<file path="src/rtl/skc_pkg.sv">
// Shared types, constants and helpers of the solitaire keystream cipher.
`timescale 1ns / 1ps
package skc_pkg;

	typedef logic [4:0] card_t;
	typedef logic [4:0] idx_t;
	typedef logic [5:0] round_t;

	localparam int    DeckSize  = 28;
	localparam idx_t  LastIdx   = 5'd27;
	localparam card_t JokerA    = 5'd27;
	localparam card_t JokerB    = 5'd28;
	localparam card_t Alphabet  = 5'd26;
	localparam int    MaxRounds = 64;

	localparam logic OpLoad    = 1'b0;
	localparam logic OpEncrypt = 1'b1;

	typedef struct packed {
		logic  op;
		idx_t  position;
		card_t card;
		card_t letter;
	} req_beat_t;

	typedef struct packed {
		card_t cipher_letter;
		card_t key_value;
	} rsp_beat_t;

	typedef struct packed {
		logic  we;
		idx_t  waddr;
		card_t wdata;
		idx_t  raddr;
	} ram_req_t;

	// Values above 27 count as 27.
	function automatic idx_t clamp27(input card_t v);
		return (v > LastIdx) ? LastIdx : v;
	endfunction

	// Step one place down the deck with wraparound.
	function automatic idx_t inc28(input idx_t v);
		return (v == LastIdx) ? 5'd0 : v + 5'd1;
	endfunction

endpackage

</file>
<file path="src/rtl/solitaire_keystream_cipher_top.sv">
// Top level of the 28-card solitaire keystream cipher.
// One item is in work at a time. A load beat writes one deck card (a position above 27 writes
// nothing) and answers 0, 0. An encrypt beat runs deck rounds in two 28-entry memories; each
// round is five passes (a joker-27 scan, the joker-27 step, the joker-28 step, the triple cut
// and the count cut, one entry per cycle through the memory ports) and then a read of the
// output card, up to 64 rounds; it answers 0, 0 if no ordinary card appears. A finished
// result waits in the output register while the next beat is accepted; the block holds a new
// result back only while an earlier one is still stalled there.
`timescale 1ns / 1ps
module solitaire_keystream_cipher_top
	import skc_pkg::*;
(
	input  logic      clk,
	input  logic      arst_n,
	input  logic      req_valid,
	output logic      req_stall,
	input  req_beat_t req_beat,
	output logic      rsp_valid,
	input  logic      rsp_stall,
	output rsp_beat_t rsp_beat
);

	ram_req_t req_a, req_b;
	card_t    rd_a, rd_b;

	skc_ctrl u_ctrl (
		.clk       (clk),
		.arst_n    (arst_n),
		.req_valid (req_valid),
		.req_stall (req_stall),
		.req_beat  (req_beat),
		.rsp_valid (rsp_valid),
		.rsp_stall (rsp_stall),
		.rsp_beat  (rsp_beat),
		.req_a     (req_a),
		.rd_a      (rd_a),
		.req_b     (req_b),
		.rd_b      (rd_b)
	);

	skc_deck_ram u_deck (
		.clk    (clk),
		.arst_n (arst_n),
		.req    (req_a),
		.rdata  (rd_a)
	);

	skc_scratch_ram u_scratch (
		.clk   (clk),
		.req   (req_b),
		.rdata (rd_b)
	);

endmodule

</file>
<file path="src/rtl/skc_deck_ram.sv">
// Home deck memory: 28 cards, registered read, reads as the ordered deck until written.
`timescale 1ns / 1ps
module skc_deck_ram
	import skc_pkg::*;
(
	input  logic     clk,
	input  logic     arst_n,
	input  ram_req_t req,
	output card_t    rdata
);

	card_t             mem [DeckSize];
	logic [DeckSize-1:0] valid_q;
	card_t             rd_q;
	logic              rdv_q;
	idx_t              raddr_q;

	// Write port and registered read
	always_ff @(posedge clk) begin
		if (req.we) begin
			mem[req.waddr] <= req.wdata;
		end
		rd_q    <= mem[req.raddr];
		raddr_q <= req.raddr;
	end

	// Track entries that hold a written card
	always_ff @(posedge clk or negedge arst_n) begin
		if (!arst_n) begin
			valid_q <= '0;
			rdv_q   <= 1'b0;
		end else begin
			if (req.we) begin
				valid_q[req.waddr] <= 1'b1;
			end
			rdv_q <= valid_q[req.raddr];
		end
	end

	assign rdata = rdv_q ? rd_q : (raddr_q + 5'd1);

endmodule

</file>
<file path="src/rtl/skc_scratch_ram.sv">
// Scratch deck memory: 28 cards, registered read, always filled before it is read.
`timescale 1ns / 1ps
module skc_scratch_ram
	import skc_pkg::*;
(
	input  logic     clk,
	input  ram_req_t req,
	output card_t    rdata
);

	card_t mem [DeckSize];
	card_t rd_q;

	// Write port and registered read
	always_ff @(posedge clk) begin
		if (req.we) begin
			mem[req.waddr] <= req.wdata;
		end
		rd_q <= mem[req.raddr];
	end

	assign rdata = rd_q;

endmodule

</file>
<file path="src/rtl/skc_ctrl.sv">
// Round sequencer: copy passes between the two deck memories and the response register.
`timescale 1ns / 1ps
module skc_ctrl
	import skc_pkg::*;
(
	input  logic      clk,
	input  logic      arst_n,
	input  logic      req_valid,
	output logic      req_stall,
	input  req_beat_t req_beat,
	output logic      rsp_valid,
	input  logic      rsp_stall,
	output rsp_beat_t rsp_beat,
	output ram_req_t  req_a,
	input  card_t     rd_a,
	output ram_req_t  req_b,
	input  card_t     rd_b
);

	typedef enum logic [2:0] {
		S_IDLE, S_SCAN, S_J27, S_J28, S_TRIP, S_CNT, S_KEY, S_RESP
	} state_t;

	state_t    state_q;
	logic [4:0] cnt_q;
	round_t    round_q;
	card_t     letter_q;
	rsp_beat_t res_q;
	rsp_beat_t rsp_beat_q;
	logic      rsp_valid_q;
	logic      f27_q, f28_q, fj_q;
	idx_t      i27_q, i28_q, top_j_q, bot_j_q;
	card_t     bottom_q, top_q;

	idx_t  j, widx, src, rsel;
	logic  do_wr;
	card_t wval;
	logic  [5:0] n1, mid, sum, md;
	idx_t  cc;
	card_t cipher;

	// Source index of each destination entry for the current pass
	always_comb begin
		j     = cnt_q;
		widx  = cnt_q - 5'd1;
		do_wr = (cnt_q != 5'd0);
		n1    = 6'd27 - {1'b0, bot_j_q};
		mid   = {1'b0, bot_j_q} - {1'b0, top_j_q} + 6'd1;
		cc    = clamp27(bottom_q);
		src   = j;
		case (state_q)
			S_J27: begin
				if (f27_q && j == i27_q) begin
					src = inc28(i27_q);
				end else if (f27_q && j == inc28(i27_q)) begin
					src = i27_q;
				end
			end
			S_J28: begin
				if (f28_q && j == i28_q) begin
					src = inc28(i28_q);
				end else if (f28_q && j == inc28(i28_q)) begin
					src = inc28(inc28(i28_q));
				end
			end
			S_TRIP: begin
				if (fj_q) begin
					if ({1'b0, j} < n1) begin
						src = bot_j_q + 5'd1 + j;
					end else if ({1'b0, j} < n1 + mid) begin
						src = 5'(6'(top_j_q) + 6'(j) - n1);
					end else begin
						src = 5'(6'(j) - n1 - mid);
					end
				end
			end
			S_CNT: begin
				if (cc != 5'd0 && cc < LastIdx) begin
					if (j < LastIdx - cc) begin
						src = cc + j;
					end else if (j < LastIdx) begin
						src = j + cc - LastIdx;
					end
				end
			end
			default: src = j;
		endcase
		rsel = (cnt_q == 5'(DeckSize)) ? 5'd0 : src;
	end

	// Drive memory ports
	always_comb begin
		req_a = '0;
		req_b = '0;
		wval  = rd_a;
		case (state_q)
			S_IDLE: begin
				req_a.we    = req_valid && req_beat.op == OpLoad && req_beat.position < LastIdx + 5'd1;
				req_a.waddr = req_beat.position;
				req_a.wdata = req_beat.card;
			end
			S_SCAN: req_a.raddr = rsel;
			S_J27, S_TRIP: begin
				req_a.raddr = rsel;
				wval        = rd_a;
				req_b.we    = do_wr;
				req_b.waddr = widx;
				req_b.wdata = wval;
			end
			S_J28, S_CNT: begin
				req_b.raddr = rsel;
				wval        = rd_b;
				if (state_q == S_J28 && f28_q && widx == inc28(inc28(i28_q))) begin
					wval = JokerB;
				end
				req_a.we    = do_wr;
				req_a.waddr = widx;
				req_a.wdata = wval;
			end
			S_KEY: req_a.raddr = clamp27(top_q);
			default: req_a.raddr = 5'd0;
		endcase
	end

	// Letter plus key, modulo 26, zero mapped to 26
	always_comb begin
		sum = {1'b0, rd_a} + {1'b0, letter_q};
		if (sum >= 6'd52) begin
			md = sum - 6'd52;
		end else if (sum >= 6'd26) begin
			md = sum - 6'd26;
		end else begin
			md = sum;
		end
		cipher = (md == 6'd0) ? Alphabet : md[4:0];
	end

	// Sequencer state, pass captures and response register
	always_ff @(posedge clk or negedge arst_n) begin
		if (!arst_n) begin
			state_q     <= S_IDLE;
			cnt_q       <= '0;
			round_q     <= '0;
			letter_q    <= '0;
			res_q       <= '0;
			rsp_beat_q  <= '0;
			rsp_valid_q <= 1'b0;
			f27_q       <= 1'b0;
			f28_q       <= 1'b0;
			fj_q        <= 1'b0;
			i27_q       <= '0;
			i28_q       <= '0;
			top_j_q     <= '0;
			bot_j_q     <= '0;
			bottom_q    <= '0;
			top_q       <= '0;
		end else begin
			if (rsp_valid_q && !rsp_stall && state_q != S_RESP) begin
				rsp_valid_q <= 1'b0;
			end
			if (state_q != S_IDLE && state_q != S_KEY && state_q != S_RESP) begin
				cnt_q <= (cnt_q == 5'(DeckSize)) ? 5'd0 : cnt_q + 5'd1;
			end
			unique case (state_q)
				S_IDLE: begin
					if (req_valid) begin
						letter_q <= req_beat.letter;
						cnt_q    <= '0;
						round_q  <= '0;
						res_q    <= '0;
						state_q  <= (req_beat.op == OpEncrypt) ? S_SCAN : S_RESP;
					end
				end
				S_SCAN: begin
					if (!do_wr) begin
						f27_q <= 1'b0;
					end else if (!f27_q && rd_a == JokerA) begin
						f27_q <= 1'b1;
						i27_q <= widx;
					end
					if (cnt_q == 5'(DeckSize)) state_q <= S_J27;
				end
				S_J27: begin
					if (!do_wr) begin
						f28_q <= 1'b0;
					end else if (!f28_q && wval == JokerB) begin
						f28_q <= 1'b1;
						i28_q <= widx;
					end
					if (cnt_q == 5'(DeckSize)) state_q <= S_J28;
				end
				S_J28: begin
					if (!do_wr) begin
						fj_q <= 1'b0;
					end else if (wval == JokerA || wval == JokerB) begin
						if (!fj_q) top_j_q <= widx;
						fj_q    <= 1'b1;
						bot_j_q <= widx;
					end
					if (cnt_q == 5'(DeckSize)) state_q <= S_TRIP;
				end
				S_TRIP: begin
					if (do_wr && widx == LastIdx) bottom_q <= wval;
					if (cnt_q == 5'(DeckSize)) state_q <= S_CNT;
				end
				S_CNT: begin
					if (cnt_q == 5'd1) top_q <= wval;
					if (cnt_q == 5'(DeckSize)) state_q <= S_KEY;
				end
				S_KEY: begin
					if (cnt_q == 5'd0) begin
						cnt_q <= 5'd1;
					end else begin
						cnt_q <= 5'd0;
						if (rd_a >= 5'd1 && rd_a <= Alphabet) begin
							res_q.key_value     <= rd_a;
							res_q.cipher_letter <= cipher;
							state_q             <= S_RESP;
						end else if (round_q == 6'(MaxRounds - 1)) begin
							res_q   <= '0;
							state_q <= S_RESP;
						end else begin
							round_q <= round_q + 6'd1;
							state_q <= S_SCAN;
						end
					end
				end
				S_RESP: begin
					if (!rsp_valid_q || !rsp_stall) begin
						rsp_valid_q <= 1'b1;
						rsp_beat_q  <= res_q;
						state_q     <= S_IDLE;
					end
				end
				default: state_q <= S_IDLE;
			endcase
		end
	end

	assign req_stall = (state_q != S_IDLE);
	assign rsp_valid = rsp_valid_q;
	assign rsp_beat  = rsp_beat_q;

endmodule

</file>
<file path="config.mk">
export PLATFORM = sky130hd
export DESIGN_NAME = solitaire_keystream_cipher_top
export DESIGN_NICKNAME = d
export VERILOG_FILES = /design/src/rtl/skc_pkg.sv /design/src/rtl/solitaire_keystream_cipher_top.sv /design/src/rtl/skc_deck_ram.sv /design/src/rtl/skc_scratch_ram.sv /design/src/rtl/skc_ctrl.sv
export SDC_FILE = /design/constraint.sdc
export NUM_CORES = 1
export LEC_CHECK = 0
export BUFFER_PORTS_ARGS = -buffer_cell sky130_fd_sc_hd__buf_2
export CAP_MARGIN = 20
export CORE_ASPECT_RATIO = 0.8
export CORE_MARGIN = 5
export CORE_UTILIZATION = 30
export CTS_CLUSTER_SIZE = 14
export DETAILED_ROUTE_END_ITERATION = 12
export GPL_ROUTABILITY_DRIVEN = 1
export PLACE_DENSITY_LB_ADDON = 0.12
export SLEW_MARGIN = 20
export SYNTH_ARGS = -nofsm -noshare
export SYNTH_HDL_FRONTEND = slang
export SYNTH_SLANG_ARGS = --single-unit
</file>
<file path="constraint.sdc">
create_clock -name clk -period 5.1 [get_ports clk]
set_input_delay 0.255 -clock clk [delete_from_list [all_inputs] [get_ports clk]]
set_output_delay 0.255 -clock clk [all_outputs]
set_load 0.01 [all_outputs]
</file>
Yosys cells after proc, flatten, opt, wreduce, memory -nomap -nowiden

Memory sizes are Yosys's and may differ from the RTL's. A register that Yosys moved wholly into a read port is not among the register bits.
Index checks and enable logic that the tools add are counted.

Flip-flop bits (word level): 107
Bits in writable memories: 280
Input bits: 20
Output and inout bits: 12
Logic and storage cells: 221
Memories kept: 2

$add $sub $neg: 23
$lt $le $gt $ge: 15
Equality and inequality tests: 38
Muxes and demuxes: 71
Bitwise logic cells: 3
Reduce and logical (&&, ||, !) cells: 48

Memory list:

| memory        | words | bits a word | rd ports | clocked after memory_dff | write ports | line                  | text |
|---|---|---|---|---|---|---|---|
| u_deck.mem    | 28    | 5           | 1        | 1                        | 1           | skc_deck_ram.sv:12    | `card_t mem [DeckSize];` |
| u_scratch.mem | 28    | 5           | 1        | 1                        | 1           | skc_scratch_ram.sv:11 | `card_t mem [DeckSize];` |

Operator list:

| kind                  | count |
|---|---|
| $mux W5               | 24 |
| $eq A5 B5 Y1 const B  | 8 |
| $mux W10              | 4 |
| $mux W6               | 6 |
| $mux W3               | 11 |
| $add A5 B1 Y5 const B | 6 |
| $or A28 B28 Y28       | 1 |
| $eq A5 B5 Y1          | 5 |
| $pmux W3 S8           | 1 |
| $pmux W11 S2          | 1 |
| $pmux W10 S2          | 1 |
| $pmux W5 S2           | 2 |
| $pmux W5 S4           | 1 |
| $logic_and A1 B1 Y1   | 18 |
| $mux W1               | 16 |
| $ne A2 B2 Y1 const B  | 8 |
| $add A5 B5 Y5         | 3 |
| $lt A5 B5 Y1 const B  | 3 |
| $sub A5 B5 Y5         | 3 |
| $reduce_and A2 Y1     | 7 |
| $add A6 B1 Y6 const B | 2 |
| $eq A3 B3 Y1 const B  | 4 |
| $lt A5 B6 Y1          | 2 |
| $lt A5 B6 Y1 const B  | 2 |
| 41 further kinds      | 59 |

Logic depth before layout (Yosys ltp)

Gate-level depths: netlist (run 1).

Depth in word-level cells: 13
Depth in mapped cells: 25
Mapped depth without buffers: 23

Cells and area by module

A second synthesis (run 1) with hierarchy kept.

Cells, all modules: 1564
Area, all modules: 19840.3 µm²

Modules (own cells, without submodules):

| module          | instances | cells an instance | area each (µm²) | sequential area each (µm²) |
|---|---|---|---|---|
| skc_deck_ram    | 1         | 407               | 7146.9          | 5129.9 |
| skc_ctrl        | 1         | 830               | 6955.4          | 1826.8 |
| skc_scratch_ram | 1         | 327               | 5738.0          | 4304.1 |

Least setup slack after synthesis (run 1)

No wires, ideal clock.

Path type: register to register
From: register u_ctrl.bot_j_q[1]
To: register u_deck.rd_q[3] (read register of u_deck.mem)
Library setup time: 0.120 ns
Arrival: 5.046 ns
Data required time: 4.980 ns
Setup slack: -0.065 ns
Stages on the path, launching flop included: 25
Path buffers: 1
Period minus slack after synthesis: 5.165 ns
Path through: dfrtp_1 inv_1 ha_1 inv_1 ha_1 fa_1 inv_1 ha_1 a21o_1 a21oi_1 xor2_1 ha_1 nand2_1 a21oi_1 a211oi_1 o32ai_1 a21oi_1 nor3_1 o31a_1 buf_6 inv_8 nand2_1 o22a_1 and3_1 a211o_1

Cells in the longest elaborated chain, start to end: 10
Elaborated cells between the ends (all ways): 17
Classes of those cells: add/sub (9); order compare (2); mux (6)

Ends and longest elaborated chain:

| item                     | line               | text |
|---|---|---|
| start: declaration       | skc_ctrl.sv:32     | `idx_t i27_q, i28_q, top_j_q, bot_j_q;` |
| start signal: assignment | skc_ctrl.sv:198    | `bot_j_q <= widx;` |
| $sub A5 B5 Y6            | skc_ctrl.sv:48     | `mid = {1'b0, bot_j_q} - {1'b0, top_j_q} + 6'd1;` |
| $add A6 B1 Y6            | skc_ctrl.sv:48     |  |
| $add A6 B6 Y6            | skc_ctrl.sv:70     | `end else if ({1'b0, j} < n1 + mid) begin` |
| $lt A5 B6 Y1             | skc_ctrl.sv:70     |  |
| $mux W5                  | skc_ctrl.sv:70     |  |
| $mux W5 (*)              | skc_ctrl.sv:68     | `if ({1'b0, j} < n1) begin` |
| $mux W5 (*)              | skc_ctrl.sv:67     | `if (fj_q) begin` |
| $pmux W5 S4 (*)          | skc_ctrl.sv:51     | `case (state_q)` |
| $mux W5 (*)              | skc_ctrl.sv:88     | `rsel = (cnt_q == 5'(DeckSize)) ? 5'd0 : src;` |
| $pmux W5 S2 (*)          | skc_ctrl.sv:96     | `case (state_q)` |
| end: declaration         | skc_deck_ram.sv:14 | `card_t rd_q;` |

Mark *: on every way between the ends. The rest lies on a longest branch, timed or not.
A chain may end at the register's enable or synchronous reset.

Worst setup path in the final report (run 1)

From: register u_ctrl.top_j_q[1]
To: register u_deck.rd_q[2] (read register of u_deck.mem)

Cells in the longest elaborated chain, start to end: 10
Elaborated cells between the ends (all ways): 13
Classes of those cells: add/sub (6); order compare (1); mux (6)

Ends and longest elaborated chain:

| item                     | line            | text |
|---|---|---|
| start: declaration       | skc_ctrl.sv:32  |  |
| start signal: assignment | skc_ctrl.sv:196 | `if (!fj_q) top_j_q <= widx;` |
| $sub A5 B5 Y6            | skc_ctrl.sv:48  |  |
| $add A6 B1 Y6            | skc_ctrl.sv:48  |  |
| $add A6 B6 Y6            | skc_ctrl.sv:70  |  |
| $lt A5 B6 Y1             | skc_ctrl.sv:70  |  |
| $mux W5 (*)              | skc_ctrl.sv:70  |  |
| $mux W5 (*)              | skc_ctrl.sv:68  |  |
| $mux W5 (*)              | skc_ctrl.sv:67  |  |
| $pmux W5 S4 (*)          | skc_ctrl.sv:51  |  |
| $mux W5 (*)              | skc_ctrl.sv:88  |  |
| $pmux W5 S2 (*)          | skc_ctrl.sv:96  |  |

Marks and branches as above.

==> summary.txt, run 1 <==
Synthesis
  – EDFF count, synth: 280
  – Post-synthesis sequential area ratio: between 50% and 60%
  – Top cells by count, synth: edfxtp_1, nand2_1, nor2_1, dfrtp_1, a21oi_1
  – Distinct cells, synth: slightly below 100
  – Post-synth ARST share: around 26%
  – Cell area after synthesis: 0.02082 mm^2
  – Post-Syn Nets: 1993
  – Flops & latches, synth: 397
  – Count leader, synth: edfxtp_1
  – Cells after Synth: around 1900
  – Ys flop type: edfxtp_1
  – Largest area contributor in the netlist: edfxtp_1
  – Syn Area/Cell: roughly 11 um^2
  – Synth warnings: 0
  – Synth top area share: approximately two fifths
  – Synth top area cells: edfxtp_1, dfrtp_1, ha_1

Global routing
  – Number of global-route vias before repair: 14865
  – GR peak layer: met1
  – Initial antenna violation count: 1
  – GR Util met2: 23.49%
  – M3 GR Usage: 4.452%
  – Maximum number of pins on one net before global-route repair: 58
  – Met1 GRT Util: approximately 28%
  – Gr ovfl total: 0
  – Total GRT Usage: 17.36%
  – First-pass GRT wire length: 99350 um

Routing
  – Drt first pass iters: 5
  – Drt wl/cell: 22.55 um
  – Routed via count: 15360
  – Final wirelength: 66900 um
  – # DRC: 0
  – Antenna Nets Post-Route: 0
  – Via density: just over 5
  – Initial DRC Count: 1470

Floorplan
  – # IOs: 32
  – Core area: 0.06887 mm^2
  – Die outline width: 304.5 um
  – # rows: 86
  – Initial Util: 30.23%
  – Vert. Die Dim: 245.6 um
  – DIE AREA: 0.07481 mm^2

Layout
  – Fillers: 6816
  – Post-layout util: 35.73%
  – Post-route cell area: approximately 0.025 mm^2
  – Nets: 2110
  – Area Overhead vs Synth: 18.19%
  – Share of cells above drive strength 1: 17.78%

Timing
  – Slew @ Worst Pin: 1.017 ns
  – Post-route minimum period: 4.933 ns
  – RSZ-0062 raised after global routing: true
  – Tcrit/Tclk final: 96.73%
  – Worst Slack Setup Final: 0.1667 ns
  – Final Hold Fails: 0
  – Worst slew margin: 32.02%
  – Slew Limit Fails: 0
  – Max Fclk: 202.7 MHz
  – Clock skew: 0.02882 ns
  – Setup violators final: 0

Placement
  – DP Wirelength: 47380 um
  – # port buffers: 31
  – GP Congestion: 0.8669
  – DP Area: about 0.023 mm^2
  – Dpl ws: -0.07891 ns

Setup path
  – CP Class: flip-flop to flip-flop
  – Reg-to-reg setup timing slack: 0.17 ns
  – CP endpoint kind: flip-flop
  – CP max FO: 7
  – Startpoint type of the worst setup path: flip-flop
  – Worst-case reg-to-reg path depth: 24
  – Required time of the worst setup path: 5.61 ns
  – Crit path DAT: 5.44 ns

Clocking
  – H-tree levels: 2
  – CTS root buf: clkbuf_16
  – CTS tree: done
  – Clock-pin transition on the worst setup and hold timing paths: approximately 0.060 ns
  – Clock sinks: about 400
  – CTS Buf Count: 47
  – Clock tree buffer depth: 3
  – Worst-Skew Late Latency: 0.60 ns

Hold path
  – WHS Path Cells: 4
  – Hold crit path type: input port to flip-flop

Run status
  – Status: finished clean

Job
  – Max-cap violations: 0
[what timing repair did]
action | CTS | global route
endpoints found under the setup margin | 6 | 15
hold endpoints to repair | 62 | 0
buffers inserted | 0 | 6
hold buffers | 7 | 0
cloned | 0 | 3
resized for setup | 3 | 44
pin swaps | 1 | 25
[final cells by class]
class / count / area (um^2) / area share, %
Inverter: 78 / 307.8 / 1.251
Sequential cell: 397 / 11260 / 45.76
Timing Repair Buffer: 158 / 1305 / 5.303
Clock buffer: 56 / 1260 / 5.120
Antenna cell: 1 / 2.502 / 0.01017
Multi-Input combinational cell: 1323 / 9027 / 36.68
Tap cell: 924 / 1156 / 4.698
Clock inverter: 30 / 289.0 / 1.174
[through the flow]
stage / cells / hold slack (ns) / setup TNS [ns]
floorplan: 1888 / -0.04059 / 0
global placement: 2864 / 0.4504 / -0.07970
detailed placement: 2864 / 0.4373 / -0.3125
CTS: 2957 / 0.09918 / 0
global route: 2966 / 0.1679 / -0.1013
finish: 2967 / 0.1569 / 0
[per-layer routing]
metal | vias up | part of all wire (%) | wire [um]
met2 | 491 | 39 | 26150
met1 | 7594 | 52 | 34900
met5 | - | 0 | 0
met4 | 0 | 1.5 | 993
li1 | 7212 | - | -
met3 | 63 | 7.3 | 4858
[critical path, cell delays in order, from the launching register on]
cell	delay [ns]
dfrtp_1	0.41
ha_4	0.27
inv_2	0.03
ha_4	0.15
fa_2	0.56
inv_2	0.05
ha_4	0.23
a21o_1	0.16
a21oi_2	0.12
xor2_1	0.08
ha_1	0.30
nand2_1	0.07
a21oi_2	0.15
a211oi_4	0.06
or2_1	0.26
buf_6	0.13
o211ai_1	0.27
a211oi_2	0.16
nor2_4	0.25
clkinv_4	0.15
buf_12	0.18
mux2i_4	0.19
a221oi_2	0.28
o211ai_1	0.18
o211ai_1	0.13
[path summary, 6_finish.rpt]
path / startpoint / to
max: u_ctrl.top_j_q[1] / u_deck.rd_q[2]
min: req_beat[15] / u_ctrl.state_q[2]
max reg2reg: u_ctrl.top_j_q[1] / u_deck.rd_q[2]
min reg2reg: u_deck.valid_q[13] / u_deck.valid_q[13]
max in group asynchronous: arst_n / u_deck.valid_q[25]
min in group asynchronous: arst_n / u_ctrl.top_j_q[4]
[sequential cells by signal (all words and copies together), names as in the netlist, 3 cells and up]
register,count
u_ctrl.cnt_q,5
u_ctrl.letter_q,5
u_ctrl.bot_j_q,5
u_ctrl.state_q,3
u_ctrl.top_j_q,5
u_ctrl.top_q,5
u_deck.valid_q,28
u_ctrl.bottom_q,5
u_deck.mem,140
u_deck.raddr_q,5
u_scratch.mem,140
u_ctrl.res_q,10
u_ctrl.round_q,6
u_scratch.rdata,5
u_ctrl.i27_q,5
u_deck.rd_q,5
u_ctrl.i28_q,5
u_ctrl.rsp_beat,10
[logic make-up (layout without fill, tap and decap cells)]
kind of cell | count (synthesis) | count (layout) | synth area share (%)
AOI/OAI and AO/OA | 428 | 428 | 14.02
adders and majority gates | 85 | 85 | 5.541
DFF | 397 | 397 | 54.08
other | 0 | 1 | 0
and+or+nand+nor | 643 | 643 | 14.86
buffers and inverters | 168 | 322 | 3.642
xor gates and xnor gates | 74 | 74 | 3.113
muxes | 93 | 93 | 4.741
[layout by cell type (no fill, tap or decap), types with 49 or more instances in the layout]
cell type and count:
a21oi_1 93, nor2_1 145, clkbuf_16 50, dfrtp_1 102, o21ai_0 82, edfxtp_1 280
inv_1 66, ha_1 68, mux2i_1 57, nand3_1 54, nand2_1 210, buf_4 106
nor3_1 49
Power of run 1 is not shown: default switching activity piles up to over one toggle a cycle in this logic, so the estimate is an artifact.
==> run 2: changes to the inputs <==
- SLEW_MARGIN: 20 -> default
- clock period: 5.1 -> 5.3 ns (I/O delays scaled with it)
==> run 2 against run 1 <==
Maximum frequency fell by 3.2%; global-route usage rose by 0.15 points; critical path type unchanged; count of clock-buffer cells in the layout fell by 4; sequential cell count did not move; register-to-register slack improved by 0.03 ns; first-iteration DRC count fell by 8.3%; via count rose by 0.92%; design area barely moved; wire length rose by 0.95%; non-clock buffer count rose by 2.
==> summary.txt, run 2 (same netlist as run 1, synthesis figures left out) <==
Clocking
  – Worst-Skew Late Latency: 0.61 ns (about the same)
  – H-tree levels: 2 (unchanged)
  – Clock tree buffer depth: 3 (unchanged)
  – CTS Buf Count: 46 (-2.1%)
  – CTS root buf: clkbuf_16
  – Clock sinks: 397 (unchanged)
  – CTS tree: done
  – Clock-pin transition on the worst setup and hold timing paths: 0.06 ns (about the same)

Layout
  – Commonest cells after routing, fill and taps aside: edfxtp_1, nand2_1, nor2_1
  – Area Overhead vs Synth: 18.30% (about the same)
  – Nets: 2111 (+0.047%)
  – Post-layout util: 35.77% (about the same)
  – Most common cell after layout, fill and taps aside: edfxtp_1
  – Fillers: 6896 (+1.2%)
  – Share of cells above drive strength 1: 17.66% (-0.12 points)
  – Top Registers: u_deck.mem x140, u_scratch.mem x140, u_deck.valid_q x28
  – Antenna Cells: 0 (-1)
  – Sequential cell area: 0.01126 mm^2 (unchanged)
  – Multi-input logic area: 0.009036 mm^2 (about the same)

Timing
  – Final Hold Fails: 0 (unchanged)
  – Worst slew margin: 32.33% (+0.31 points)
  – Post-route minimum period: 5.099 ns (+0.1655 ns)
  – Final hold slack: 0.1681 ns (+0.01118 ns)
  – Max Fclk: 196.1 MHz (-3.2%)
  – Tcrit/Tclk final: 96.20% (-0.53 points)
  – Setup violators final: 0 (unchanged)
  – Clock skew: 0.03510 ns (+0.006285 ns)
  – RSZ-0062 raised after global routing: false
  – Slew @ Worst Pin: 1.010 ns (-0.006857 ns)
  – Slew Limit Fails: 0 (unchanged)

Job
  – Max-cap violations: 0 (unchanged)

Routing
  – Via density: 5.223 (+0.89%)
  – Routed via count: 15502 (+0.92%)
  – Initial DRC Count: 1348 (-8.3%)
  – Drt first pass iters: 5 (unchanged)
  – Antenna Nets Post-Route: 0 (unchanged)
  – # DRC: 0 (unchanged)
  – Drt wl/cell: 22.75 um (+0.91%)
  – Final wirelength: 67540 um (+0.95%)

Setup path
  – Required time of the worst setup path: 5.77 ns (+0.16 ns)
  – CP startpoint: u_ctrl.bot_j_q[1]
  – Worst R2R End: u_deck.rd_q[3]
  – CP max FO: 8 (+1)
  – Reg-to-reg setup timing slack: 0.20 ns (+0.03 ns)
  – R2R Path Start: u_ctrl.bot_j_q[1]
  – CP endpoint: u_deck.rd_q[3]
  – Startpoint type of the worst setup path: flip-flop
  – CP endpoint kind: flip-flop
  – Worst-case reg-to-reg path depth: 24 (unchanged)
  – CP Class: flip-flop to flip-flop
  – Crit path DAT: 5.57 ns (+0.13 ns)

Run status
  – Status: finished clean

Floorplan
  – # rows: 86 (unchanged)
  – Die outline width: 304.5 um (unchanged)
  – DIE AREA: 0.07481 mm^2 (unchanged)
  – # IOs: 32 (unchanged)
  – Core area: 0.06887 mm^2 (unchanged)
  – Initial Util: 30.23% (unchanged)
  – Vert. Die Dim: 245.6 um (unchanged)

Global routing
  – Initial antenna violation count: 0 (-1)
  – First-pass GRT wire length: 100500 um (+1.2%)
  – Maximum number of pins on one net before global-route repair: 58 (unchanged)
  – Number of global-route vias before repair: 15093 (+1.5%)
  – Gr ovfl total: 0 (unchanged)
  – Total GRT Usage: 17.52% (+0.15 points)

Placement
  – # port buffers: 31 (unchanged)
  – GP Congestion: 0.8951 (+3.3%)
  – DP Wirelength: 48110 um (+1.5%)

Hold path
  – Hold crit path type: input port to flip-flop
-- run 2: cell count changes in the layout (fill, tap and decap cells not counted), sizes merged --
| cell | before | now |
|---|---|---|
| clkinv | 21 | 23 |
| clkbuf | 59 | 55 |
| bufinv | 4 | 6 |
| buf | 148 | 150 |
| diode | 1 | 0 |
-- run 2: worst min-delay path by stage --
stage | cells past startpoint | slack, ns | endpoint | start
CTS | 4 | 0.13 | u_ctrl.state_q[1] | req_beat[15]
global route | 4 | 0.19 | u_ctrl.state_q[2] | req_beat[15]
detailed placement | 1 | 0.41 | u_ctrl.bot_j_q[3] | arst_n
global placement | 1 | 0.43 | u_ctrl.bot_j_q[3] | arst_n
floorplan | 0 | -0.03 | u_ctrl.bot_j_q[0] | arst_n
finish | 4 | 0.17 | u_ctrl.state_q[1] | req_beat[15]
-- run 2: critical path, cell delays in order, from the launching register on --
cell and delay [ns]:
dfrtp_1 0.35, inv_2 0.05, ha_1 0.27, inv_1 0.04
ha_2 0.19, fa_1 0.50, buf_6 0.14, ha_1 0.18
a21o_1 0.17, a21oi_2 0.14, xor2_1 0.08, ha_1 0.31
nand2_1 0.07, a21oi_2 0.13, a211oi_2 0.06, buf_4 0.15
buf_4 0.14, o211ai_1 0.31, o311ai_4 0.18, a31oi_2 0.36
a221oi_2 0.12, buf_6 0.20, nor2_2 0.32, a221oi_1 0.19
a211o_1 0.32
-- run 2: per-stage QoR --
stage / cell area, um^2 / setup slack [ns] / setup TNS, ns / instances
final: 24630 / 0.2012 / 0 / 2968
after global routing: 24630 / 0.008834 / 0 / 2968
after CTS: 24390 / 0.01476 / 0 / 2960
after detailed placement: 22660 / -0.4906 / -2.394 / 2864
after global placement: 22640 / -0.3781 / -1.846 / 2863
after floorplan: 20820 / 0.1347 / 0 / 1888
-- run 2: per-layer routing --
metal	global-route usage (%)	routed length, um	vias to the layer above
met1	28.18	35040	7743
met4	3.782	1185	0
li1	-	-	7202
met2	24.13	26760	479
met3	3.281	4555	78
met5	0	0	-
-- run 2: layout make-up --
cell class / count / area share (%)
Sequential cell: 397 / 45.72
Multi-Input combinational cell: 1323 / 36.69
Timing Repair Buffer: 160 / 5.339
Clock buffer: 52 / 4.805
Tap cell: 924 / 4.694
Clock inverter: 34 / 1.509
Inverter: 78 / 1.250
-- run 2: what timing repair did --
item / in CTS / in global routing
pin swaps: 2 / 15
hold endpoints to repair: 51 / 0
hold buffers: 7 / 0
gates cloned: 0 / 3
endpoints found under the setup margin: 11 / 11
buffers inserted: 3 / 7
resized for setup: 14 / 27
Power of run 2 is left out for the same reason.
